## config.mk

```make
export PLATFORM = sky130hd
export DESIGN_NAME = lcg_bounded_random_draw_unit
export DESIGN_NICKNAME = d
export VERILOG_FILES = /design/src/hw/rtl/lbrd_pkg.sv /design/src/hw/rtl/lcg_bounded_random_draw_unit.sv /design/src/hw/rtl/lbrd_lcg.sv /design/src/hw/rtl/lbrd_mod.sv
export SDC_FILE = /design/constraint.sdc
export NUM_CORES = 2
export LEC_CHECK = 0
export BUFFER_PORTS_ARGS = -buffer_cell sky130_fd_sc_hd__buf_2
export CORE_MARGIN = 2
export CORE_UTILIZATION = 65
export DETAILED_ROUTE_END_ITERATION = 8
export PLACE_DENSITY = 0.82
export SETUP_SLACK_MARGIN = 0.5
export SYNTH_ARGS = -nofsm -noshare
export SYNTH_HDL_FRONTEND = slang
export SYNTH_SLANG_ARGS = --single-unit
```

## constraint.sdc

```tcl
create_clock -name clk -period 15.4 [get_ports clk]
set_clock_uncertainty 0.05 [all_clocks]
set_input_delay 0 -clock clk [delete_from_list [all_inputs] [get_ports clk]]
set_output_delay 0 -clock clk [all_outputs]
set_load 0.005 [all_outputs]
```

## src/hw/rtl/lbrd_pkg.sv

```systemverilog
// shared constants and types for the bounded random draw unit
package lbrd_pkg;

    localparam int LCG_BITS     = 48;
    localparam int SAMPLE_SHIFT = 17;
    localparam int SAMPLE_BITS  = 31;
    localparam int PROD_SHIFT   = 31;
    localparam int WORD_BITS    = 32;
    localparam int CHUNK_BITS   = 16;
    localparam int NUM_CHUNKS   = 3;
    localparam int CHUNK_CNT_W  = $clog2(NUM_CHUNKS);
    localparam int DIV_CNT_W    = $clog2(SAMPLE_BITS);

    localparam logic [LCG_BITS-1:0] LCG_MULT = 48'h0005_DEEC_E66D;
    localparam logic [LCG_BITS-1:0] LCG_ADD  = 48'h0000_0000_000B;

    typedef logic [LCG_BITS-1:0]    lcg_state_t;
    typedef logic [SAMPLE_BITS-1:0] sample_t;

    // status of an iterative unit seen by the sequencer
    typedef struct packed {
        logic busy;
        logic done;
    } unit_stat_t;

endpackage

```

## src/hw/rtl/lcg_bounded_random_draw_unit.sv

```systemverilog
// Bounded uniform draw: one transaction carries a bound and a 32-bit seed and returns one value
// below the bound. A bound of one or less answers zero. Otherwise each generator step runs in the
// 48x16 multiply-accumulate unit; a power-of-two bound adds the scaling product, any other bound
// adds a pass through the one-bit-per-cycle remainder unit, and every rejected sample repeats the
// step and the remainder. The request side is ready only while the sequencer is idle; a finished
// draw waits in an output register, so the next request can start before it is taken.
module lcg_bounded_random_draw_unit
    import lbrd_pkg::*;
(
    input  logic                   clk,
    input  logic                   rst_n,
    input  logic                   req_valid,
    output logic                   req_ready,
    input  logic signed [WORD_BITS-1:0] bound,
    input  logic signed [WORD_BITS-1:0] seed_value,
    output logic                   rsp_valid,
    input  logic                   rsp_ready,
    output logic [SAMPLE_BITS-1:0] draw
);

    localparam logic [2:0] ST_IDLE  = 3'd0;
    localparam logic [2:0] ST_LCG   = 3'd1;
    localparam logic [2:0] ST_MOD   = 3'd2;
    localparam logic [2:0] ST_POW   = 3'd3;
    localparam logic [2:0] ST_WRITE = 3'd4;

    logic [2:0]           state_reg;
    logic [2:0]           state_next;
    logic [WORD_BITS-1:0] bound_reg;
    logic [WORD_BITS-1:0] bound_next;
    logic                 pow_reg;
    logic                 pow_next;
    lcg_state_t           st_reg;
    lcg_state_t           st_next;
    sample_t              sample_reg;
    sample_t              sample_next;
    sample_t              res_reg;
    sample_t              res_next;
    logic                 rsp_valid_reg;
    logic                 rsp_valid_next;
    sample_t              draw_reg;
    sample_t              draw_next;

    logic                 lcg_start;
    lcg_state_t           lcg_in;
    lcg_state_t           lcg_out;
    unit_stat_t           lcg_stat;
    logic                 mod_start;
    sample_t              mod_rem;
    unit_stat_t           mod_stat;

    logic [WORD_BITS-1:0] bound_u;
    logic                 bound_trivial;
    logic                 bound_pow2;
    lcg_state_t           seed_ext;
    logic [2*SAMPLE_BITS-1:0] scaled;
    logic [WORD_BITS-1:0] reject_sum;
    logic                 load_out;

    assign bound_u       = bound;
    assign bound_trivial = bound_u[WORD_BITS-1] || (bound_u <= WORD_BITS'(1));
    assign bound_pow2    = ((bound_u & (bound_u - WORD_BITS'(1))) == '0);
    assign seed_ext      = {{(LCG_BITS-WORD_BITS){seed_value[WORD_BITS-1]}}, seed_value};

    // power-of-two bound: (bound * sample) >> 31
    assign scaled = {{SAMPLE_BITS{1'b0}}, bound_reg[SAMPLE_BITS-1:0]}
                  * {{SAMPLE_BITS{1'b0}}, sample_reg};

    // reject test: sample - rem + (bound - 1) overflows into the sign bit
    assign reject_sum = {1'b0, sample_reg} - {1'b0, mod_rem} + (bound_reg - WORD_BITS'(1));

    assign lcg_in    = (state_reg == ST_IDLE) ? seed_ext : st_reg;
    assign load_out  = (state_reg == ST_WRITE) && (!rsp_valid_reg || rsp_ready);

    always_comb
    begin
        state_next  = state_reg;
        bound_next  = bound_reg;
        pow_next    = pow_reg;
        st_next     = st_reg;
        sample_next = sample_reg;
        res_next    = res_reg;
        lcg_start   = 1'b0;
        mod_start   = 1'b0;
        unique case (state_reg)
            ST_IDLE:
            begin
                if (req_valid)
                begin
                    bound_next = bound_u;
                    pow_next   = bound_pow2;
                    if (bound_trivial)
                    begin
                        res_next   = '0;
                        state_next = ST_WRITE;
                    end
                    else
                    begin
                        lcg_start  = 1'b1;
                        state_next = ST_LCG;
                    end
                end
            end
            ST_LCG:
            begin
                if (lcg_stat.done)
                begin
                    st_next     = lcg_out;
                    sample_next = lcg_out[LCG_BITS-1:SAMPLE_SHIFT];
                    if (pow_reg)
                        state_next = ST_POW;
                    else
                    begin
                        mod_start  = 1'b1;
                        state_next = ST_MOD;
                    end
                end
            end
            ST_MOD:
            begin
                if (mod_stat.done)
                begin
                    if (reject_sum[WORD_BITS-1])
                    begin
                        lcg_start  = 1'b1;
                        state_next = ST_LCG;
                    end
                    else
                    begin
                        res_next   = mod_rem;
                        state_next = ST_WRITE;
                    end
                end
            end
            ST_POW:
            begin
                res_next   = scaled[PROD_SHIFT +: SAMPLE_BITS];
                state_next = ST_WRITE;
            end
            ST_WRITE:
            begin
                if (load_out)
                    state_next = ST_IDLE;
            end
            default:
            begin
                state_next = ST_IDLE;
            end
        endcase
    end

    always_comb
    begin
        rsp_valid_next = rsp_valid_reg;
        draw_next      = draw_reg;
        if (load_out)
        begin
            rsp_valid_next = 1'b1;
            draw_next      = res_reg;
        end
        else if (rsp_ready)
            rsp_valid_next = 1'b0;
    end

    always_ff @(posedge clk or negedge rst_n)
    begin
        if (!rst_n)
        begin
            state_reg     <= ST_IDLE;
            rsp_valid_reg <= 1'b0;
        end
        else
        begin
            state_reg     <= state_next;
            rsp_valid_reg <= rsp_valid_next;
        end
    end

    always_ff @(posedge clk)
    begin
        bound_reg  <= bound_next;
        pow_reg    <= pow_next;
        st_reg     <= st_next;
        sample_reg <= sample_next;
        res_reg    <= res_next;
        draw_reg   <= draw_next;
    end

    lbrd_lcg u_lcg (
        .clk       (clk),
        .rst_n     (rst_n),
        .start     (lcg_start),
        .state_in  (lcg_in),
        .state_out (lcg_out),
        .stat      (lcg_stat)
    );

    lbrd_mod u_mod (
        .clk      (clk),
        .rst_n    (rst_n),
        .start    (mod_start),
        .dividend (lcg_out[LCG_BITS-1:SAMPLE_SHIFT]),
        .divisor  (bound_reg[SAMPLE_BITS-1:0]),
        .rem      (mod_rem),
        .stat     (mod_stat)
    );

    assign req_ready = (state_reg == ST_IDLE);
    assign rsp_valid = rsp_valid_reg;
    assign draw      = draw_reg;

    // the two units never run at the same time
    assert property (@(posedge clk) disable iff (!rst_n)
        !(lcg_stat.busy && mod_stat.busy))
        else $error("generator and remainder unit busy together");

    assert property (@(posedge clk) disable iff (!rst_n)
        lcg_stat.done |-> (state_reg == ST_LCG))
        else $error("generator step finished outside its wait state");

    assert property (@(posedge clk) disable iff (!rst_n)
        mod_stat.done |-> (state_reg == ST_MOD))
        else $error("remainder finished outside its wait state");

    // a nontrivial bound always yields a draw below it
    assert property (@(posedge clk) disable iff (!rst_n)
        (load_out && !bound_reg[WORD_BITS-1] && (bound_reg > WORD_BITS'(1)))
        |-> ({1'b0, res_reg} < bound_reg))
        else $error("draw not below bound");

endmodule

```

## src/hw/rtl/lbrd_lcg.sv

```systemverilog
// iterative generator step: state * multiplier + increment, one 16-bit chunk per cycle
module lbrd_lcg
    import lbrd_pkg::*;
(
    input  logic       clk,
    input  logic       rst_n,
    input  logic       start,
    input  lcg_state_t state_in,
    output lcg_state_t state_out,
    output unit_stat_t stat
);

    logic [CHUNK_CNT_W-1:0] cnt_reg;
    logic [CHUNK_CNT_W-1:0] cnt_next;
    logic                   busy_reg;
    logic                   busy_next;
    logic                   done_reg;
    logic                   done_next;
    lcg_state_t             acc_reg;
    lcg_state_t             acc_next;
    lcg_state_t             mul_reg;
    lcg_state_t             mul_next;
    logic [CHUNK_BITS-1:0]  chunk;
    logic [LCG_BITS+CHUNK_BITS-1:0] prod;
    lcg_state_t             shifted;

    assign chunk = LCG_MULT[cnt_reg*CHUNK_BITS +: CHUNK_BITS];
    assign prod  = {{CHUNK_BITS{1'b0}}, mul_reg} * {{LCG_BITS{1'b0}}, chunk};

    // partial product weighted by its chunk position, wrapped to the state width
    always_comb
    begin
        case (cnt_reg)
            2'd0:    shifted = prod[LCG_BITS-1:0];
            2'd1:    shifted = {prod[LCG_BITS-CHUNK_BITS-1:0], {CHUNK_BITS{1'b0}}};
            2'd2:    shifted = {prod[LCG_BITS-2*CHUNK_BITS-1:0], {2*CHUNK_BITS{1'b0}}};
            default: shifted = '0;
        endcase
    end

    always_comb
    begin
        cnt_next  = cnt_reg;
        busy_next = busy_reg;
        done_next = 1'b0;
        acc_next  = acc_reg;
        mul_next  = mul_reg;
        if (start)
        begin
            // increment preloaded into the accumulator
            acc_next  = LCG_ADD;
            mul_next  = state_in;
            cnt_next  = '0;
            busy_next = 1'b1;
        end
        else if (busy_reg)
        begin
            acc_next = acc_reg + shifted;
            cnt_next = cnt_reg + 1'b1;
            if (cnt_reg == CHUNK_CNT_W'(NUM_CHUNKS - 1))
            begin
                busy_next = 1'b0;
                done_next = 1'b1;
            end
        end
    end

    always_ff @(posedge clk or negedge rst_n)
    begin
        if (!rst_n)
        begin
            cnt_reg  <= '0;
            busy_reg <= 1'b0;
            done_reg <= 1'b0;
        end
        else
        begin
            cnt_reg  <= cnt_next;
            busy_reg <= busy_next;
            done_reg <= done_next;
        end
    end

    always_ff @(posedge clk)
    begin
        acc_reg <= acc_next;
        mul_reg <= mul_next;
    end

    assign state_out = acc_reg;
    assign stat.busy = busy_reg;
    assign stat.done = done_reg;

endmodule

```

## src/hw/rtl/lbrd_mod.sv

```systemverilog
// restoring remainder unit, one dividend bit per cycle
module lbrd_mod
    import lbrd_pkg::*;
(
    input  logic       clk,
    input  logic       rst_n,
    input  logic       start,
    input  sample_t    dividend,
    input  sample_t    divisor,
    output sample_t    rem,
    output unit_stat_t stat
);

    logic [DIV_CNT_W-1:0] cnt_reg;
    logic [DIV_CNT_W-1:0] cnt_next;
    logic                 busy_reg;
    logic                 busy_next;
    logic                 done_reg;
    logic                 done_next;
    sample_t              dvd_reg;
    sample_t              dvd_next;
    sample_t              dsr_reg;
    sample_t              dsr_next;
    sample_t              rem_reg;
    sample_t              rem_next;
    logic [SAMPLE_BITS:0]   shifted;
    logic [SAMPLE_BITS+1:0] diff;

    assign shifted = {rem_reg, dvd_reg[SAMPLE_BITS-1]};
    assign diff    = {1'b0, shifted} - {2'b00, dsr_reg};

    always_comb
    begin
        cnt_next  = cnt_reg;
        busy_next = busy_reg;
        done_next = 1'b0;
        dvd_next  = dvd_reg;
        dsr_next  = dsr_reg;
        rem_next  = rem_reg;
        if (start)
        begin
            dvd_next  = dividend;
            dsr_next  = divisor;
            rem_next  = '0;
            cnt_next  = '0;
            busy_next = 1'b1;
        end
        else if (busy_reg)
        begin
            // keep the difference unless it borrowed
            if (!diff[SAMPLE_BITS+1])
                rem_next = diff[SAMPLE_BITS-1:0];
            else
                rem_next = shifted[SAMPLE_BITS-1:0];
            dvd_next = {dvd_reg[SAMPLE_BITS-2:0], 1'b0};
            cnt_next = cnt_reg + 1'b1;
            if (cnt_reg == DIV_CNT_W'(SAMPLE_BITS - 1))
            begin
                busy_next = 1'b0;
                done_next = 1'b1;
            end
        end
    end

    always_ff @(posedge clk or negedge rst_n)
    begin
        if (!rst_n)
        begin
            cnt_reg  <= '0;
            busy_reg <= 1'b0;
            done_reg <= 1'b0;
        end
        else
        begin
            cnt_reg  <= cnt_next;
            busy_reg <= busy_next;
            done_reg <= done_next;
        end
    end

    always_ff @(posedge clk)
    begin
        dvd_reg <= dvd_next;
        dsr_reg <= dsr_next;
        rem_reg <= rem_next;
    end

    assign rem       = rem_reg;
    assign stat.busy = busy_reg;
    assign stat.done = done_reg;

endmodule
```

# After elaboration in Yosys (flattened, before gate mapping)

Cells that the tools add are included.

Output and inout port bits: 33
Register bits: 378
Word-level logic and storage cells: 104
Bits of input ports: 68

Reduce and logical (&&, ||, !) cells: 15
Bitwise operators: 1
Multiplexer cells: 44
Eq/ne operators: 13
Add/sub/neg operators: 8
Multiply operators: 2
Order comparisons: 1
Shift-type cells: 1

Operator list:

| operator                   | number |
|---|---|
| $mux W31                   | 7 |
| $pmux W48 S3               | 1 |
| $pmux W31 S3               | 1 |
| $sub A32 B1 Y32 const B    | 2 |
| $mul A31 B31 Y62           | 1 |
| $add A48 B48 Y48           | 1 |
| $mul A48 B16 Y48           | 1 |
| $mux W48                   | 1 |
| $shiftx A48 B7 Y16 const A | 1 |
| $sub A32 B31 Y33           | 1 |
| $add A32 B32 Y32           | 1 |
| $and A32 B32 Y32           | 1 |
| $le A32 B1 Y1 const B      | 1 |
| $logic_not A32 Y1          | 1 |
| $sub A31 B31 Y32           | 1 |
| $mux W1                    | 22 |
| $mux W3                    | 6 |
| $pmux W3 S5                | 1 |
| $mux W5                    | 2 |
| $eq A3 B2 Y1 const B       | 2 |
| $ne A2 B1 Y1 const B       | 3 |
| $ne A2 B2 Y1 const B       | 3 |
| $reduce_bool A2 Y1         | 3 |
| $add A5 B1 Y5 const B      | 1 |
| other kinds (17)           | 20 |

# Logic depth before layout (Yosys ltp)

Word-level depth: 6
Gate-level depth with buffers: 43
Gate-level depth less buffers: 39

# Cells and area by module

From an unflattened synthesis, not the netlist that was laid out.

Cells, all modules: 7021
Area, all modules: 65091.2 µm²

Modules (own cells, without submodules):

| module                       | area an instance (µm²) | cells each | instances | seq. area each (µm²) |
|---|---|---|---|---|
| lcg_bounded_random_draw_unit | 36859.1                | 4013       | 1         | 4394.2 |
| lbrd_lcg                     | 22285.1                | 2434       | 1         | 2502.4 |
| lbrd_mod                     | 5947.0                 | 574        | 1         | 2657.5 |

# Worst setup path before layout

OpenSTA, ideal clock, no wires.

Path kind: reg2reg
From: reg u_lcg.cnt_reg[1]
To: reg u_lcg.acc_reg[47] (netlist: u_lcg.state_out[47])
Arrival time: 9.143 ns
Period minus slack after synthesis: 9.321 ns
Required time: 15.222 ns
Stages on the path, launching flop included: 41
Library setup time: 0.128 ns
Setup slack: 6.079 ns
Buffers on the path: 4
Cell sequence: dfrtp_1 > inv_1 > buf_1 > ha_1 > clkbuf_1 > clkbuf_1 > nand2_1 > inv_1 > ha_1 > xor2_1 > fa_1 > fa_1 > fa_1 > fa_1 > inv_1 > fa_1 > inv_1 > ha_1 > [... 5 more ...] > a311oi_1 > o21ai_1 > and4_1 > a2111oi_2 > xor2_1 > o21ai_0 > ha_1 > clkbuf_1 > and3_1 > nand4_1 > or2_2 > a211oi_1 > o41ai_1 > o211ai_1 > nand4_1 > a21o_1 > xor2_1 > nor2_1

Longest elaborated chain between the ends: 4
Elaborated cells on any way between the ends: 7
Those cells by class: add/sub (1); mul (1); eq/ne (2); shift (1); mux (1); reduce/logical (1)

Ends and longest elaborated chain:

| element                | line           | text |
|---|---|---|
| start, declared        | lbrd_lcg.sv:13 | `logic [CHUNK_CNT_W-1:0] cnt_reg;` |
| start signal, assigned | lbrd_lcg.sv:78 | `cnt_reg <= cnt_next;` |
| $shiftx A48 B7 Y16     | lbrd_lcg.sv:27 | `assign chunk = LCG_MULT[cnt_reg*CHUNK_BITS +: CHUNK_BITS];` |
| $mul A48 B16 Y48       | lbrd_lcg.sv:28 | `assign prod = {{CHUNK_BITS{1'b0}}, mul_reg} * {{LCG_BITS{1'b0}}, chunk};` |
| $pmux W48 S3 (*)       | lbrd_lcg.sv:33 | `case (cnt_reg)` |
| $add A48 B48 Y48 (*)   | lbrd_lcg.sv:58 | `acc_next = acc_reg + shifted;` |
| end signal, assigned   | lbrd_lcg.sv:86 | `acc_reg <= acc_next;` |
| end, declared          | lbrd_lcg.sv:19 | `lcg_state_t acc_reg;` |

Mark *: on every way between the ends. The rest lies on a longest branch, timed or not.
A chain may end at the register's enable or synchronous reset.

# Final worst setup path

Same ends and word-level chain as after synthesis.

==> qor.csv <==
metric;value;unit
initial antenna violation count;11;
RD Place Congestion;1.01;
Final Cell Area;68000;um^2
global-route wire length before repair;302;mm
Yosys warnings;0;
Max-Cap Viols;0;
DIE AREA;101000;um^2
asr flop ratio synth;4.32;%
core area;98100;um^2
Most used DFF post-synth;edfxtp_1;
CP Capture Type;flop;
post-layout minimum cycle time;11.24;ns
Area Overhead vs Synth;5.81;%
IO buf count;100;
WL/cell;23.1;um
Post-CTS Hold Fix Bufs;66;
Post-synth EDFFs;253;
CTS Sinks;347;
placed cell area;66000;um^2
r2r setup slk;4.16;ns
GRT overflow;0;
top post-synthesis cells by area;fa_1, edfxtp_1, ha_1;
fin crit share;73.0;%
critical path class;reg2reg;
number of cells upsized or downsized after cts;0;
Distinct cells, synth;87;
critical path's largest stage delay;0.81;ns
number of synthesized register bits;347;
vias in the first global route;52992;
cell mode on critical path;fa_1;
routed wire length;192;mm
H-tree depth;2;
vias after detailed routing;50175;
HP Class;in2reg;
post-synth top area cell;fa_1;
most common cell after layout, fill and taps aside;inv_1;
most frequent cells in the layout;inv_1, fa_1, nand2_1, ha_1, nor2_1;
Via density;6.03;
max_slew headroom;17.5;%
drt drc;0;
Syn Area/Cell;9.19;um^2
chip width;318;um
Worst-Skew Late Latency;0.63;ns
Setup violations, final;0;
Detail Route Antenna Nets;0;
CTS Buffer Depth;3;
layout cells sized above 1;4.40;%
clk slew on worst S/H paths;0.08;ns
Post-Syn Instances;6993;
root buf cell;clkbuf_16;
row cnt;115;
Critical-path top delay cell;dfrtp_1;
Max Slew Vio Count;0;
Top Ports;101;
worst endpoint required time;15.80;ns
register area share after synthesis;14.9;%
total track usage;38.9;%
Nets;8869;
TritonCTS Buffers;42;
Cell Area, Synth;64300;um^2
fmax;88.9;MHz
worst-path fanout max;34;
TritonCTS clock tree;yes;
Initial Utilization;65.5;%
status;completed;
final hold viol count;0;
post-synth top area share;38.8;%
WP data arrival;11.64;ns
Post-CTS Setup Bufs;0;
Worst Max-Slew Pin Slew;1.23;ns
pin count of the biggest net entering global routing;81;
DP HPWL;149;mm
Die H;318;um
type of origin of the critical path;flop;
DR pass1 iterations;6;
setup TNS;0;ns
Mapped Nets;8870;
RSZ-0062 raised after global routing;no;
DRT iter0 DRCs;5371;
[cells by family (layout without fill, tap and decap cells)]
| group | after synthesis | after routing | synth area share, % |
|---|---|---|---|
| other | 0 | 3 | 0 |
| xor gates and xnor gates | 191 | 191 | 2.62 |
| muxes | 65 | 65 | 1.01 |
| and+or+nand+nor | 1923 | 1923 | 13.0 |
| buffers and inverters | 1908 | 1940 | 11.2 |
| adders and majority gates | 1814 | 1814 | 49.9 |
| DFF | 347 | 347 | 14.9 |
| AOI/OAI and AO/OA | 745 | 745 | 7.52 |
[cell usage after synthesis, types with 37 or more instances]
library cell / n
inv_1: 1598
nor2_1: 315
edfxtp_1: 253
nor2b_1: 90
o21ai_0: 159
a21oi_1: 210
buf_1: 37
clkbuf_1: 261
dfxtp_1: 79
fa_1: 1247
ha_1: 562
nand2_1: 1164
mux2i_1: 65
xnor2_1: 121
xor2_1: 69
and2_1: 133
a21o_1: 109
[per-layer routing]
metal | track usage, % | wire length (um)
met5 | 0 | 31
met4 | 19.9 | 12000
met3 | 11.1 | 24900
met2 | 59.3 | 84700
met1 | 51.2 | 70300
[final timing paths]
| path | startpoint | cells after the start | end |
|---|---|---|---|
| min | bound[10] | 2 | bound_reg[10]$_DFFE_PP_ |
| min reg2reg | res_reg[2]$_DFFE_PP_ | 0 | draw[2]$_DFFE_PP_ |
| max | u_lcg.cnt_reg[1]$_DFFE_PN0P_ | 37 | u_lcg.state_out[47]$_SDFFE_PP0P_ |
| min in group asynchronous | rst_n | 3 | u_mod.done_reg$_DFF_PN0_ |
| max reg2reg | u_lcg.cnt_reg[1]$_DFFE_PN0P_ | 37 | u_lcg.state_out[47]$_SDFFE_PP0P_ |
| max in group asynchronous | rst_n | 3 | u_lcg.busy_reg$_DFF_PN0_ |
[critical path, delay by kind of cell, from the launching register on]
family	cells	cell delay, ns
adders and majority gates	9	4.37
AOI/OAI and AO/OA	10	2.50
and+or+nand+nor	10	1.80
buffers and inverters	6	1.21
DFF	1	0.81
xor gates and xnor gates	2	0.34
[per-stage QoR]
stage	setup WS [ns]	hold WS (ns)	std cells	utilization [%]
global route	3.65	0.0799	8312	69.3
CTS	4.36	0.0542	8312	69.3
finish	4.16	0.0756	8315	69.3
detailed placement	4.46	-0.0696	8169	67.2
global placement	4.65	-0.0683	8169	67.2
floorplan	6.08	-0.346	6993	-
[layout make-up]
| type | instances | area (um^2) |
|---|---|---|
| Antenna cell | 3 | 7.51 |
| Clock inverter | 27 | 290 |
| Clock buffer | 50 | 1080 |
| Fill cell | 7357 | 30100 |
| Tap cell | 1287 | 1610 |
| Inverter | 1607 | 6030 |
| Multi-Input combinational cell | 4738 | 47600 |
| Timing Repair Buffer | 256 | 1840 |
| Sequential cell | 347 | 9560 |
Power is not shown: default switching activity piles up to over one toggle a cycle in this logic, so the estimate is an artifact.
